[config.mk]
export PLATFORM = sky130hd
export DESIGN_NAME = les_line
export DESIGN_NICKNAME = d
export VERILOG_FILES = /design/src/sv/les_cell.sv /design/src/sv/les_line.sv
export SDC_FILE = /design/constraint.sdc
export NUM_CORES = 2
export LEC_CHECK = 0
export BUFFER_PORTS_ARGS = -buffer_cell sky130_fd_sc_hd__clkbuf_2
export CAP_MARGIN = 10
export CORE_MARGIN = 5
export CORE_UTILIZATION = 55
export CTS_BUF_LIST = sky130_fd_sc_hd__clkbuf_8 sky130_fd_sc_hd__clkbuf_16
export CTS_CLUSTER_SIZE = 12
export DETAILED_ROUTE_END_ITERATION = 10
export GPL_TIMING_DRIVEN = 0
export PLACE_DENSITY = 0.73
export SLEW_MARGIN = 40
export SYNTH_ARGS = -nofsm -noshare
export SYNTH_HDL_FRONTEND = slang
export SYNTH_SLANG_ARGS = --single-unit
[constraint.sdc]
create_clock -name clk_i -period 1.6 [get_ports clk_i]
set_input_delay 0.08 -clock clk_i [delete_from_list [all_inputs] [get_ports clk_i]]
set_output_delay 0.08 -clock clk_i [all_outputs]
set_load 0.03 [all_outputs]
[src/sv/les_cell.sv]
// les_cell: one stage of a pixel delay line.
// Loads the incoming pixel when it is the entry stage, else its neighbor.
// No dependencies.
`default_nettype none

module les_cell #(
  parameter int PIXEL_BITS = 16
) (
  input  wire logic                  clk_i,
  input  wire logic                  en_i,
  input  wire logic                  entry_i,
  input  wire logic [PIXEL_BITS-1:0] new_pix_i,
  input  wire logic [PIXEL_BITS-1:0] prev_pix_i,
  output logic      [PIXEL_BITS-1:0] pix_o
);

  logic [PIXEL_BITS-1:0] pix_q;

  always_ff @(posedge clk_i) begin
    if (en_i) begin
      pix_q <= entry_i ? new_pix_i : prev_pix_i;
    end
  end

  assign pix_o = pix_q;

endmodule

`default_nettype wire

[src/sv/les_line.sv]
// les_line: line buffer built as a row of les_cell stages.
// The entry stage sets the delay; the output tap is always the last stage.
// Depends on les_cell.
`default_nettype none

module les_line #(
  parameter int PIXEL_BITS = 16,
  parameter int DEPTH      = 127,
  parameter int ENT_W      = 7
) (
  input  wire logic                  clk_i,
  input  wire logic                  en_i,
  input  wire logic [ENT_W-1:0]      entry_i,
  input  wire logic [PIXEL_BITS-1:0] pix_i,
  output logic      [PIXEL_BITS-1:0] tap_o
);

  logic [PIXEL_BITS-1:0] stage_pix [DEPTH];

  for (genvar k = 0; k < DEPTH; k++) begin : g_cell
    logic [PIXEL_BITS-1:0] prev_pix;

    if (k == 0) begin : g_head
      assign prev_pix = pix_i;
    end else begin : g_body
      assign prev_pix = stage_pix[k-1];
    end

    les_cell #(
      .PIXEL_BITS(PIXEL_BITS)
    ) u_cell (
      .clk_i     (clk_i),
      .en_i      (en_i),
      .entry_i   (entry_i == ENT_W'(k)),
      .new_pix_i (pix_i),
      .prev_pix_i(prev_pix),
      .pix_o     (stage_pix[k])
    );
  end

  assign tap_o = stage_pix[DEPTH-1];

endmodule

`default_nettype wire

Yosys cells after proc, flatten, opt, wreduce, memory -nomap -nowiden. Index checks and enable logic that the tools add are counted. Widths: inputs -> output; s select.

Mux-type cells: 126. Equality and inequality tests: 126.

Operators with widths (number): $mux 16 (126); $eq 7x7->1 const B (63); $eq 7x6->1 const B (32); $eq 7x5->1 const B (16); $eq 7x4->1 const B (8); $eq 7x3->1 const B (4); $eq 7x2->1 const B (2); $eq 7x1->1 const B (1).

Word-level logic and storage cells: 379. Bits in registers: 2032.

Logic depth before layout (Yosys ltp).
Depth after elaboration: 2. Gate-level depth with buffers: 6.

Hierarchy. From an unflattened synthesis, not the netlist that was laid out.

Cell total of the unflattened synthesis: 4499. Area total of the unflattened synthesis: 93542.2 sq um.

Modules (own cells, without submodules): les_cell (area each 729.4 sq um, sequential area each 480.5 sq um, times used 127, cells each 34); les_line (area each 902.1 sq um, sequential area each 0.0 sq um, times used 1, cells each 181).

Worst setup path after synthesis. Ideal clock, no wire load.

Path type: input port to flip-flop. Start: input port entry_i[4]. End: register g_cell[47].u_cell.pix_q[10], data pin. Data arrival time: 1.480 ns. Cell stages on the path: 5. Required time: 1.340 ns. Buffers on the path: 2. Path slack: -0.140 ns. Library setup time: 0.260 ns. Cell sequence: or3b_2 -> buf_2 -> nor2_2 -> buf_4 -> mux2_2.

Cells in the longest elaborated chain, start to end: 2.

Ends and longest elaborated chain: start, declared (line les_line.sv:13) `input wire logic [ENT_W-1:0] entry_i,`; $eq 7x6->1 (line les_line.sv:34) `.entry_i (entry_i == ENT_W'(k)),`; $mux 16 (line les_cell.sv:21) `pix_q <= entry_i ? new_pix_i : prev_pix_i;`; end signal, assigned (line les_cell.sv:21); end, declared (line les_cell.sv:17) `logic [PIXEL_BITS-1:0] pix_q;`.

Every way passes these cells. A chain may end at the register's enable or synchronous reset.

Worst setup path in the final report.
Start: input port entry_i[5]. End: register g_cell[109].u_cell.pix_q[8], data pin.

Cells in the longest elaborated chain, start to end: 2.

Ends and longest elaborated chain (line): $eq 7x7->1 (les_line.sv:34); $mux 16 (les_cell.sv:21); end signal, assigned (les_cell.sv:21); end, declared (les_cell.sv:17).

Every way passes these cells.

==> impl_metrics.tcl <==
set metrics [dict create \
    synth_nets 4614 \
    die_area_sq_um 165000 \
    grt_pass1_wl_um 269000 \
    synth_warnings 0 \
    post-route-period-util_pct 113 \
    rows 145 \
    cap_viol_max_count 0 \
    avgSynthCellArea_sq_um 18.9 \
    grt_overflow 0 \
    syn_area_sq_um 86500 \
    viasPerCell 5.83 \
    path_cells "clkbuf_2 -> buf_2 -> nand3b_1 -> nor2_2 -> buf_4 -> mux2_2" \
    violations "hold timing, setup timing" \
    yosys.area.top_type "edfxtp_1" \
    grt_usage_pct 21.9 \
    grt_max_degree 79 \
    max_stage_delay_ns 0.58 \
    tightestPinTransition_ns 1.06 \
    cts_max_path_buffers 3 \
    cp.arrival_ns 2.37 \
    post-place-ws_ns -1.33 \
    root_buffer "clkbuf_16" \
    max_slew_margin_pct 29.4 \
    post_cts_buffers 0 \
    ys_async_sr_fraction_pct 0 \
    core_area_sq_um 156000 \
    crit_type "input port to flop" \
    synthTopCellsByArea "edfxtp_1, mux2_2, clkbuf_1, buf_4, buf_2" \
    hold_viol 49 \
    cts_tree "yes" \
    cts_sinks 2032 \
    cts_buffers 203 \
    num_vias 41500 \
    end_kind "flop" \
    syn_inst 4589 \
    grt_pass1_vias 42600 \
    io_pins 41 \
    cpMaxStageDelayCell "nor2_2" \
    hp-class "input port to flop" \
    fmax_mhz 552 \
    drc 0 \
    start_kind "input port" \
    synth_edf_count 2032 \
    slew_violations 0 \
    drive_above_1_share_pct 51.8 \
    htreeDepth 4 \
    fin_ws_ns -0.211 \
    status "finished, violations left" \
    routabilityCongestion 0.893 \
    synth-main-ff-cell "edfxtp_1" \
    rsz0062_at_grt "true" \
    die_h_um 407 \
    path_clk_slew_ns 0.06 \
    final_nets 4942 \
    crit_required_ns 2.16 \
    hpwlAfterDp_um 122000 \
    antenna_found_initial 16 \
    skew_ns 0.0382 \
    ir_drop_mv 1.07 \
    finalSetupTns_ns -8.14 \
    fin_hold_ws_ns -0.0294 \
    power_leakage_nw 33.3 \
    ant_nets 0 \
    setup_violations 108 \
    drt-wirelength-per-cell_um 25.4 \
    syn_to_final_growth_pct 12.4 \
    synth_top_area_share_pct 70.5 \
    wl_um 181000 \
    synth.distinct_cells 22 \
    start_util_pct 55.3 \
    min_period_ns 1.81 \
    worstPathMaxFanout 10 \
    first_pass_iters 6 \
    largest_register_ffs 2032 \
    io_buffers 40 \
    dr.first_iter.drc_count 4549 \
    clk_latency_ns 0.83 \
    fp.dieW_um 407 \
    ys_ff_latch 2032 \
    yosysSeqAreaShare_pct 70.5 \
    powerDensity_nw_per_um2 1160 \
]
==> final timing paths <==
check	from	endpoint	slack [ns]	depth (start not counted)
min	en_i	g_cell[6].u_cell.pix_o[7]	-0.03	3
min reg2reg	g_cell[100].u_cell.pix_o[12]	g_cell[101].u_cell.pix_o[12]	0.52	1
max	entry_i[5]	g_cell[109].u_cell.pix_o[8]	-0.21	6
max reg2reg	g_cell[97].u_cell.pix_o[5]	g_cell[98].u_cell.pix_o[5]	0.42	1
==> synthesized netlist by cell type (4+ instances only) <==
master and instances:
buf_2 93, nand4b_1 4, edfxtp_1 2032, nor4bb_1 4
nand2_1 35, nor4b_1 4, mux2_2 2016, nor2_2 39
buf_4 65, nand2_2 52, clkbuf_1 225
==> report_power, final <==
| group | leakage, nW | switching, mW | internal, mW |
|---|---|---|---|
| sequential | 19.9 | 0.764 | 62.2 |
| combinational | 10.3 | 3.45 | 2.77 |
| clock | 3.14 | 19.7 | 23.6 |
==> layer usage <==
layer  GRT usage (%)  routed length [um]
met4            5.25                3440
met1            30.1               74800
met3            4.34               12100
met5           0.535                 139
met2            36.4               90600
==> logic make-up (layout without fill, tap and decap cells) <==
kind of cell / Yosys count / in the layout / share of synthesized area, %
other: 0 / 6 / 0
DFF: 2032 / 2032 / 70.5
buffers and inverters: 383 / 846 / 2.08
and+or+nand+nor: 158 / 158 / 1.14
muxes: 2016 / 2016 / 26.2
==> worst max-delay path: cells and delay by family <==
kind | cells | cell delay (ns)
buffers and inverters | 3 | 0.85
multiplexers | 1 | 0.37
AND/OR/NAND/NOR | 2 | 1.06
==> area by class of cell <==
cell class / instances / area, sq um
Sequential cell: 2032 / 61000
Buffer: 380 / 1920
Multi-Input combinational cell: 2174 / 23900
Clock buffer: 204 / 5100
Antenna cell: 6 / 15.0
Timing Repair Buffer: 126 / 1860
Clock inverter: 136 / 843
Tap cell: 2058 / 2570
Fill cell: 11000 / 59100
==> cells in the final DEF (no fill, tap or decap), types with 3 or more instances in the layout <==
master	netlist	final
inv_6	0	4
diode_2	0	6
or3b_4	0	3
buf_4	65	84
bufinv_16	0	4
mux2_2	2016	2003
clkbuf_16	0	206
mux2_4	0	13
clkinv_2	0	10
nand3b_1	3	3
clkbuf_2	0	53
buf_6	0	11
inv_1	0	65
nor2_2	39	7
buf_2	93	67
nand2_2	52	58
clkinv_8	0	3
buf_12	0	7
bufbuf_16	0	8
clkinv_16	0	4
buf_16	0	30
nor2_4	0	32
clkinv_1	0	42
nand4b_1	4	4
clkbuf_1	225	207
and3b_1	3	3
inv_16	0	3
nand2_1	35	29
nor4bb_1	4	4
dlygate4sd3_1	0	36
edfxtp_1	2032	2032
nor4b_1	4	4
==> through the flow <==
| stage | area [sq um] | power, mW | hold slack [ns] | util, % | cells |
|---|---|---|---|---|---|
| final | 97300 | 112 | -0.0294 | 62.2 | 7116 |
| after global routing | 97300 | 116 | -0.0567 | 62.2 | 7112 |
| after CTS | 97000 | 113 | -0.366 | 62.0 | 7100 |
| after detailed placement | 90500 | 70.0 | 0.278 | 57.8 | 6719 |
| after global placement | 89600 | 66.1 | 0.275 | 57.3 | 6687 |
| after floorplan | 86800 | 67.1 | 0.179 | - | 4589 |
==> what timing repair did <==
item | 4_1_cts | 5_1_grt
resized for setup | 11 | 13
setup endpoints to repair | 376 | 271
hold buffers | 34 | 10
hold endpoints to repair | 254 | 134
gates cloned | 8 | 1
No activity file was read; power rests on OpenSTA's default activity.
